$ cat src/rtl/core/assert_macros.svh
// Assertion macros shared by the block's modules.
`ifndef ASSERT_MACROS_SVH
`define ASSERT_MACROS_SVH

// Check that an antecedent implies a consequent in the same cycle.
`define CHK_IMPLY(lbl, clk, rst_n, ante, cons) \
	lbl: assert property (@(posedge clk) disable iff (!rst_n) (ante) |-> (cons)) \
		else $error("check failed");

// Check that an antecedent implies a consequent in the next cycle.
`define CHK_NEXT(lbl, clk, rst_n, ante, cons) \
	lbl: assert property (@(posedge clk) disable iff (!rst_n) (ante) |=> (cons)) \
		else $error("check failed");

`endif

$ cat src/rtl/core/ibt_pkg.sv
// Shared types and constants of the interval breakpoint table.
package ibt_pkg;
	localparam int unsigned ENTRIES_DEF  = 64;
	localparam int unsigned KEY_BITS_DEF = 32;
	localparam int unsigned VAL_BITS     = 8;
	localparam int unsigned FIELD_BITS   = 32;

	localparam logic OP_ASSIGN = 1'b0;
	localparam logic OP_LOOKUP = 1'b1;

	localparam logic [1:0] ST_DONE  = 2'd0;
	localparam logic [1:0] ST_EMPTY = 2'd1;
	localparam logic [1:0] ST_FULL  = 2'd2;

	// commands from controller to datapath
	typedef struct packed {
		logic load;     // capture request, start old-table scan
		logic scan;     // advance the scan by one old entry
		logic emit_b;   // offer the begin breakpoint to the builder
		logic emit_e;   // offer the end breakpoint to the builder
		logic commit;   // swap in the rebuilt table
		logic respond;  // load the result register
	} ibt_cmd_t;

	typedef struct packed {
		logic is_lookup;
		logic empty_range;
		logic scan_last;  // the current scan index is the last old entry
		logic scan_none;  // old table has no entries
		logic over;       // rebuilt table exceeds capacity
	} ibt_sts_t;
endpackage

$ cat src/rtl/core/ibt_ctrl.sv
// Controller: sequences scan, rebuild and response of one request.
`include "assert_macros.svh"
module ibt_ctrl (
	input  logic              clk,
	input  logic              arst_n,
	input  logic              in_fire,
	input  logic              out_busy,
	input  ibt_pkg::ibt_sts_t sts,
	input  logic              hold_b,
	input  logic              hold_e,
	output ibt_pkg::ibt_cmd_t cmd,
	output logic              idle
);
	typedef enum logic [5:0] {
		S_IDLE = 6'b000001,
		S_SCAN = 6'b000010,
		S_TAIL = 6'b000100,
		S_FIN  = 6'b001000,
		S_RESP = 6'b010000,
		S_WAIT = 6'b100000
	} state_t;

	state_t state_q, state_d;
	logic   tail_e_q;

	always_comb begin
		cmd     = '0;
		state_d = state_q;
		unique case (state_q)
			S_IDLE: begin
				if (in_fire) begin
					cmd.load = 1'b1;
					state_d  = sts.scan_none ? S_TAIL : S_SCAN;
				end
			end
			S_SCAN: begin
				priority if (!sts.is_lookup && !sts.empty_range && hold_b) begin
					cmd.emit_b = 1'b1;
				end else if (!sts.is_lookup && !sts.empty_range && hold_e) begin
					cmd.emit_e = 1'b1;
				end else if (!sts.scan_last) begin
					cmd.scan = 1'b1;
				end else begin
					state_d = (sts.is_lookup || sts.empty_range) ? S_FIN : S_TAIL;
				end
			end
			S_TAIL: begin
				if (!hold_b && !hold_e) begin
					state_d = S_FIN;
				end else if (hold_b) begin
					cmd.emit_b = 1'b1;
				end else begin
					cmd.emit_e = 1'b1;
				end
			end
			S_FIN: begin
				if (!out_busy) begin
					cmd.respond = 1'b1;
					cmd.commit  = !sts.is_lookup && !sts.empty_range && !sts.over;
					state_d     = S_RESP;
				end
			end
			S_RESP: state_d = S_WAIT;
			S_WAIT: state_d = S_IDLE;
			default: state_d = S_IDLE;
		endcase
	end

	always_ff @(posedge clk or negedge arst_n) begin
		if (!arst_n) begin
			state_q  <= S_IDLE;
			tail_e_q <= 1'b0;
		end else begin
			state_q  <= state_d;
			tail_e_q <= cmd.emit_e;
		end
	end

	assign idle = (state_q == S_IDLE);

	`CHK_IMPLY(a_one_cmd, clk, arst_n, 1'b1, $onehot0({cmd.emit_b, cmd.emit_e, cmd.scan, cmd.load}))
	`CHK_IMPLY(a_load_idle, clk, arst_n, cmd.load, state_q == S_IDLE)
	`CHK_NEXT(a_resp_next, clk, arst_n, cmd.respond, state_q == S_RESP)
	`CHK_IMPLY(a_commit_resp, clk, arst_n, cmd.commit, cmd.respond)
	`CHK_IMPLY(a_e_once, clk, arst_n, tail_e_q, !cmd.emit_e || state_q == S_TAIL || state_q == S_SCAN)
endmodule

$ cat config.mk
export PLATFORM = sky130hd
export DESIGN_NAME = ibt_ctrl
export DESIGN_NICKNAME = d
export VERILOG_FILES = /design/src/rtl/core/ibt_pkg.sv /design/src/rtl/core/ibt_ctrl.sv
export VERILOG_INCLUDE_DIRS = /design/src /design/src/rtl/core
export SDC_FILE = /design/constraint.sdc
export NUM_CORES = 1
export LEC_CHECK = 0
export BUFFER_PORTS_ARGS = -buffer_cell sky130_fd_sc_hd__clkbuf_2
export CORE_AREA = 2 2 39 41
export CTS_CLUSTER_SIZE = 30
export DETAILED_ROUTE_END_ITERATION = 6
export DIE_AREA = 0 0 41 43
export PLACE_DENSITY = 0.65
export SLEW_MARGIN = 5
export SYNTH_ARGS = -nofsm -noshare
export SYNTH_HDL_FRONTEND = slang
export SYNTH_SLANG_ARGS = --single-unit
$ cat constraint.sdc
create_clock -name clk -period 1.7 [get_ports clk]
set_input_delay 0.085 -clock clk [delete_from_list [all_inputs] [get_ports clk]]
set_output_delay 0.085 -clock clk [all_outputs]
set_load 0.03 [all_outputs]
After elaboration in Yosys (flattened, before gate mapping) --
Index checks and enable logic that the tools add are counted.
Storage, ports and cells: register bits 6, output and inout port bits 7, word-level logic and storage cells 48
Operators by class: equality and inequality tests 11, muxes and demuxes 24, reduce and logical (&&, ||, !) cells 12
Operators by type and width (count):
- 6-bit 2-to-1 mux | 6
- 6-bit case mux with 5 select lines | 1
- 2-bit != test, second input constant | 6
- 1-bit 2-to-1 mux | 11
- 6-bit by 1-bit == test with 1-bit output, second input constant | 1
- 6-bit by 2-bit == test with 1-bit output, second input constant | 1
- 6-bit by 3-bit == test with 1-bit output, second input constant | 1
- 6-bit by 4-bit == test with 1-bit output, second input constant | 1
- 6-bit by 5-bit == test with 1-bit output, second input constant | 1
- 2-bit 2-to-1 mux | 3
- 6-bit AND reduction | 1
- 1-bit logical AND | 5
- 1-bit logical NOT | 5
- 4-bit 2-to-1 mux | 1
- 2-bit case mux with 2 select lines | 1
- 3-bit 2-to-1 mux | 1
- 1-bit logical OR | 1

Longest topological paths before layout --
Gate-level depths: netlist of run 1.
depth after elaboration 6, depth in mapped cells 5, mapped depth without buffers 5

Worst setup path before layout of run 1 --
No wires, ideal clock.
path kind flip-flop to output port, start point register state_q[5], end point output cmd[1] in the netlist's numbering, arrival 1736 ps, data required time 1615 ps, setup slack -121 ps, stages on the path, launching flop included 4, buffers on the path 0, path through dfrtp_1 > nor2_1 > nand4b_1 > nor4_1
RTL lines:
- start, declared | RTL line ibt_ctrl.sv:23 | state_t state_q, state_d;
- start signal, assigned | RTL line ibt_ctrl.sv:74 | state_q <= state_d;
- end, declared | RTL line ibt_ctrl.sv:11 | output ibt_pkg::ibt_cmd_t cmd,

==> out/results.ini, run 1 <==
[status]
status = complete, but fails checks
failed_checks = negative setup slack

[clock_tree]
numCtsBuffers = 3
insertion_delay_ps = 250
clockBufferDepth = 2
clock_sinks = 6
cts_tree = yes
clk_pin_slew_ps = 50
h-tree-depth = 1
root_buffer = clkbuf_4

[critical_path]
crit_fanout = 2
r2r_setup_slack_ps = 30
r2r-start = state_q[3]
worstPathArrival_ps = 1630
r2r_cells = 6
crit_type = flop to primary output
required_ps = 1620
worstReg2RegEnd = state_q[1]
start_kind = flop
crit_path_end_kind = primary output

[layout]
syn_to_final_growth_pct = 67.0
final_common_cell = clkbuf_2
nNetsFinal = 89
reg_top3 = state_q (6)
largest_reg_flops = 6
regMostFlops = state_q
drive_gt1_share_pct = 50.6
n_antenna_cell = 0
final.fill_count = 132
final_cell_mix = clkbuf_2, nor2_1, buf_4, nand2_1, dfrtp_1

[detailed_routing]
drt_iter0_markers = 14
vias = 439
postRouteAntennaNets = 0
wl_mm = 1.06
routed_via_density = 4.72
drc = 0
route.detailed.wl_per_inst_microns = 11.4
firstDrtPassIters = 2

[synth]
synth_cells = 47
synth.net_count = 58
ys_seq_area_share_pct = 37.3
synth_area_sq_um = 405
ys_ff_latch = 6
synth_area_per_cell_sq_um = 8.63
netlist-cell-type-count = 28
ys.warnings.count = 0

[pwr]
powerDensity_nw_per_um2 = 1270
peakVddDrop_uv = 623
power_uw = 858
power.leakage_nw = 0.346

[sta]
timing.slew.headroom_pct = 79.2
fin_tns_setup_ps = -24.3
setup-violations-final = 2
final-hold-violation-count = 0
clock_skew_ps = 6.58
finalCritPeriodShare_pct = 101
finalCriticalPeriod_ps = 1710
clock.fmax_mhz = 584
layout_setup_ws_ps = -12.3
worst_slew_pin_slew_ps = 308
final_max_slew_viol_count = 0
rsz0062_at_grt = yes

[min_path]
hold_start = sts[1]
hold_path_depth = 2
hold_path_end = state_q[1]
hp-class = input port to flop

[global_route]
grt_pass1_wl_mm = 1.61
antenna_found_initial = 0
grt_pass1_vias = 403
grt_remaining_overflow = 0
grt_max_degree = 8
grt_usage_pct = 14.0

[floorplanning]
fp.coreArea_sq_um = 1380
die_y_microns = 43
row_count = 14
pin_count = 18
die_area_sq_um = 1760
start_util_pct = 29.3
die_x_microns = 41

[placed_design]
dpl.hpwl_microns = 735
port_buffers = 17
place.gp.congestion = 0.754

[flow_run]
cap_violations = 0

[through the flow]
stage | utilization, % | instances | worst slack, ps | instance area [sq um] | hold WS, ps
final | 48.9 | 93 | -12.3 | 677 | 96.9
after global routing | 48.9 | 93 | -106 | 677 | 92.3
after CTS | 46.2 | 91 | -12.3 | 639 | 73.7
after detailed placement | 37.4 | 79 | 107 | 518 | -86.3
after global placement | 37.4 | 79 | 134 | 518 | -85.6
after floorplan | - | 47 | 201 | 417 | -211
[cells in the mapped netlist (all sizes together)]
cell    number  area share [%]
nand2b       1             1.5
nor3         3             3.7
nor2         9             8.3
and2         1             1.5
nor4         2             6.8
dfrtp        5              31
nand4b       1             2.2
and3b        2             4.6
dfstp        1             6.5
and3         1             1.5
nor3b        1             1.9
or2          1             1.5
clkbuf       1            0.93
o21a         1             1.9
nor4b        1             2.2
or3          1             1.5
o221ai       1             2.2
nand2        6             6.2
o32ai        1             4.0
o22ai        2             3.1
o21ai        1             1.2
inv          2             1.9
nand3b       1             2.8
nand3        1             1.2
[power breakdown]
part	switching [mW]	internal [mW]
logic	0.222	0.261
registers	0.0518	0.182
clock network	0.0529	0.0890
[area by class of cell]
class | count | area [sq um] | share of cell area [%]
Timing Repair Buffer | 27 | 194 | 28.7
Inverter | 2 | 7.51 | 1.11
Clock buffer | 4 | 26.3 | 3.88
Sequential cell | 6 | 151 | 22.4
Tap cell | 16 | 20.0 | 2.96
Multi-Input combinational cell | 38 | 278 | 41.0
[timing repair]
item,4_1_cts,5_1_grt
hold endpoints to repair,6,0
setup endpoints to repair,4,6
resized for setup,7,9
buffers inserted,7,2
pin swaps,7,2
hold buffers,1,0
[cell families after synthesis]
logic type	count (synthesis)	share of synthesized area (%)
and+or+nand+nor	32	47.5
DFF	6	37.3
AOI/OAI and AO/OA	6	12.3
buffers and inverters	3	2.78
[worst max path at each step]
stage,endpoint,startpoint
after global placement,cmd[2],state_q[5]
final,cmd[5],state_q[3]
after CTS,cmd[5],state_q[3]
after floorplan,cmd[1],state_q[5]
after detailed placement,cmd[2],state_q[5]
after global routing,cmd[2],state_q[3]
[worst max-delay path: stages, from the launching register on]
cell and delay, ps:
dfrtp_1 400, nor4_4 360, buf_4 180, and3b_2 190, nand2_2 60, inv_2 70, buf_8 110
[per-layer routing]
metal | up-vias | part of all wire (%) | wire length, microns | global-route usage [%]
met5 | - | 0 | 0 | 0
met4 | 0 | 0.75 | 8 | 8.00
met1 | 199 | 41 | 434 | 18.1
met3 | 2 | 5.5 | 58 | 4.71
li1 | 227 | - | - | -
met2 | 11 | 53 | 562 | 19.4
Note: power is estimated with default switching activity, not from simulation.
==> run 2: changes to the inputs <==
- CELL_PAD_IN_SITES_DETAIL_PLACEMENT: not set -> 0
- CELL_PAD_IN_SITES_GLOBAL_PLACEMENT: not set -> 1
- CORE_AREA: 2 2 39 41 -> not set
- CORE_MARGIN: not set -> 2
- CORE_UTILIZATION: not set -> 30
- DIE_AREA: 0 0 41 43 -> not set
- PLACE_DENSITY: 0.65 -> 0.81
==> run 2 against run 1 <==
The flow still finishes with violations (negative setup slack). Largest power group unchanged. Largest cell class unchanged. Wire length rose by 8.7%. Cell area fell by 2.4%. Sequential power barely moved. Maximum frequency fell by 2.0%. Clock power rose by 4%. Highest routed layer is now met3. Non-clock buffer count fell by 1. Hold slack got worse by 33 ps. Via count rose by 0.91%. Critical path depth did not move. Cell count fell by 2.2%.
==> out/results.ini, run 2 (synthesis gave the netlist of run 1 again) <==
[sta]
clock_skew_ps = 1.91
final-hold-violation-count = 0
setup-violations-final = 3
holdWs_ps = 63.9
layout_setup_ws_ps = -46.7
rsz0062_at_grt = yes
finalCriticalPeriod_ps = 1750
worst_slew_pin_slew_ps = 345
timing.slew.headroom_pct = 76.8
final_max_slew_viol_count = 0
finalCritPeriodShare_pct = 103
clock.fmax_mhz = 573
fin_tns_setup_ps = -98.8

[detailed_routing]
drt_iter0_markers = 10
routed_via_density = 4.87
firstDrtPassIters = 3
drc = 0
route.detailed.wl_per_inst_microns = 12.7
vias = 443
wl_mm = 1.16
postRouteAntennaNets = 0

[flow_run]
cap_violations = 0

[critical_path]
r2r_cells = 6
crit_fanout = 3
crit_type = flop to primary output
worstPathCellList = nor4_4 -> buf_4 -> and3b_2 -> nand2_2 -> inv_2 -> buf_6
required_ps = 1620
crit_slowest_cell = dfrtp_1
crit_path_end_kind = primary output
slowest_delay_ps = 410
r2r_setup_slack_ps = 10
r2r-start = state_q[3]
start_kind = flop
worstReg2RegEnd = state_q[1]
worstPathArrival_ps = 1660

[placed_design]
port_buffers = 17
dpl.cell_count = 78
dpl.hpwl_microns = 778
place.gp.congestion = 0.752

[clock_tree]
insertion_delay_ps = 250
clk_pin_slew_ps = 50
clock_sinks = 6
cts_tree = yes
numCtsBuffers = 3
clockBufferDepth = 2
h-tree-depth = 1
root_buffer = clkbuf_4

[global_route]
grt_remaining_overflow = 0
antenna_found_initial = 0
grt_max_degree = 8
grt_pass1_wl_mm = 1.66
grt_usage_pct = 16.5
grt_pass1_vias = 385

[status]
failed_checks = negative setup slack
status = complete, but fails checks

[min_path]
hold_start = sts[1]
hold_path_end = state_q[1]
hp-class = input port to flop
hold_path_depth = 2

[layout]
final.fill_count = 130
regMostFlops = state_q
reg_top3 = state_q (6)
n_antenna_cell = 0
final_cell_mix = clkbuf_2, buf_4, nor2_1, nand2_1, dfrtp_1
final_common_cell = clkbuf_2
nNetsFinal = 88
multi_input_area_sq_um = 272
layout.cells.non_filler = 91
regArea_sq_um = 153
syn_to_final_growth_pct = 63.0
largest_reg_flops = 6
drive_gt1_share_pct = 52.6
final_util_pct = 51.4

[floorplanning]
die_y_microns = 40.8
row_count = 13
fp.coreArea_sq_um = 1280
die_area_sq_um = 1660
die_x_microns = 40.8
pin_count = 18
start_util_pct = 31.5

[pwr]
peakVddDrop_uv = 443
power.leakage_nw = 0.339
powerDensity_nw_per_um2 = 1240
power_uw = 817

run 2: changes by cell type in the layout (fill, tap and decap cells not counted), sizes merged:
cell | before | now
buf | 13 | 12
run 2: metal layers:
layer	part of all wire (%)	GRT usage [%]	vias up
met5	0	0	-
met4	0	12.5	0
met3	1.4	4.89	0
met2	52	23.4	7
met1	47	20.7	205
li1	-	-	231
run 2: worst max path at each step:
stage | start | cells after the start | to
floorplan | state_q[5] | 3 | cmd[1]
global placement | state_q[5] | 5 | cmd[2]
detailed placement | state_q[5] | 5 | cmd[2]
CTS | state_q[3] | 5 | cmd[2]
global route | state_q[3] | 5 | cmd[2]
finish | state_q[3] | 6 | cmd[5]
run 2: layout make-up:
| cell class | instances | share of cell area, % |
|---|---|---|
| Sequential cell | 6 | 23.1 |
| Tap cell | 15 | 2.84 |
| Clock buffer | 4 | 3.98 |
| Inverter | 2 | 1.14 |
| Multi-Input combinational cell | 38 | 41.1 |
| Timing Repair Buffer | 26 | 27.8 |
run 2: power by group:
group          internal, mW  switching (mW)
clock                0.0893          0.0573
combinational         0.221           0.213
sequential            0.183          0.0530
total                 0.493           0.324
run 2: critical path, delay by kind of cell, from the launching register on:
family | cells | cell delay [ps]
buffers and inverters | 3 | 360
DFF | 1 | 410
and+or+nand+nor | 3 | 650
run 2: what timing repair did:
action                                  CTS  global route
gates resized for setup                   7            11
endpoints found under the setup margin    4             6
pin swaps                                 5             3
hold endpoints to repair                  6             0
hold buffers                              1             0
gates cloned                              0             0
setup buffers                             4             4
run 2: through the flow:
stage	instance area (sq um)	setup slack, ps
floorplan	417	201
CTS	616	-43.8
global placement	517	125
finish	661	-46.7
detailed placement	517	107
global route	661	-129
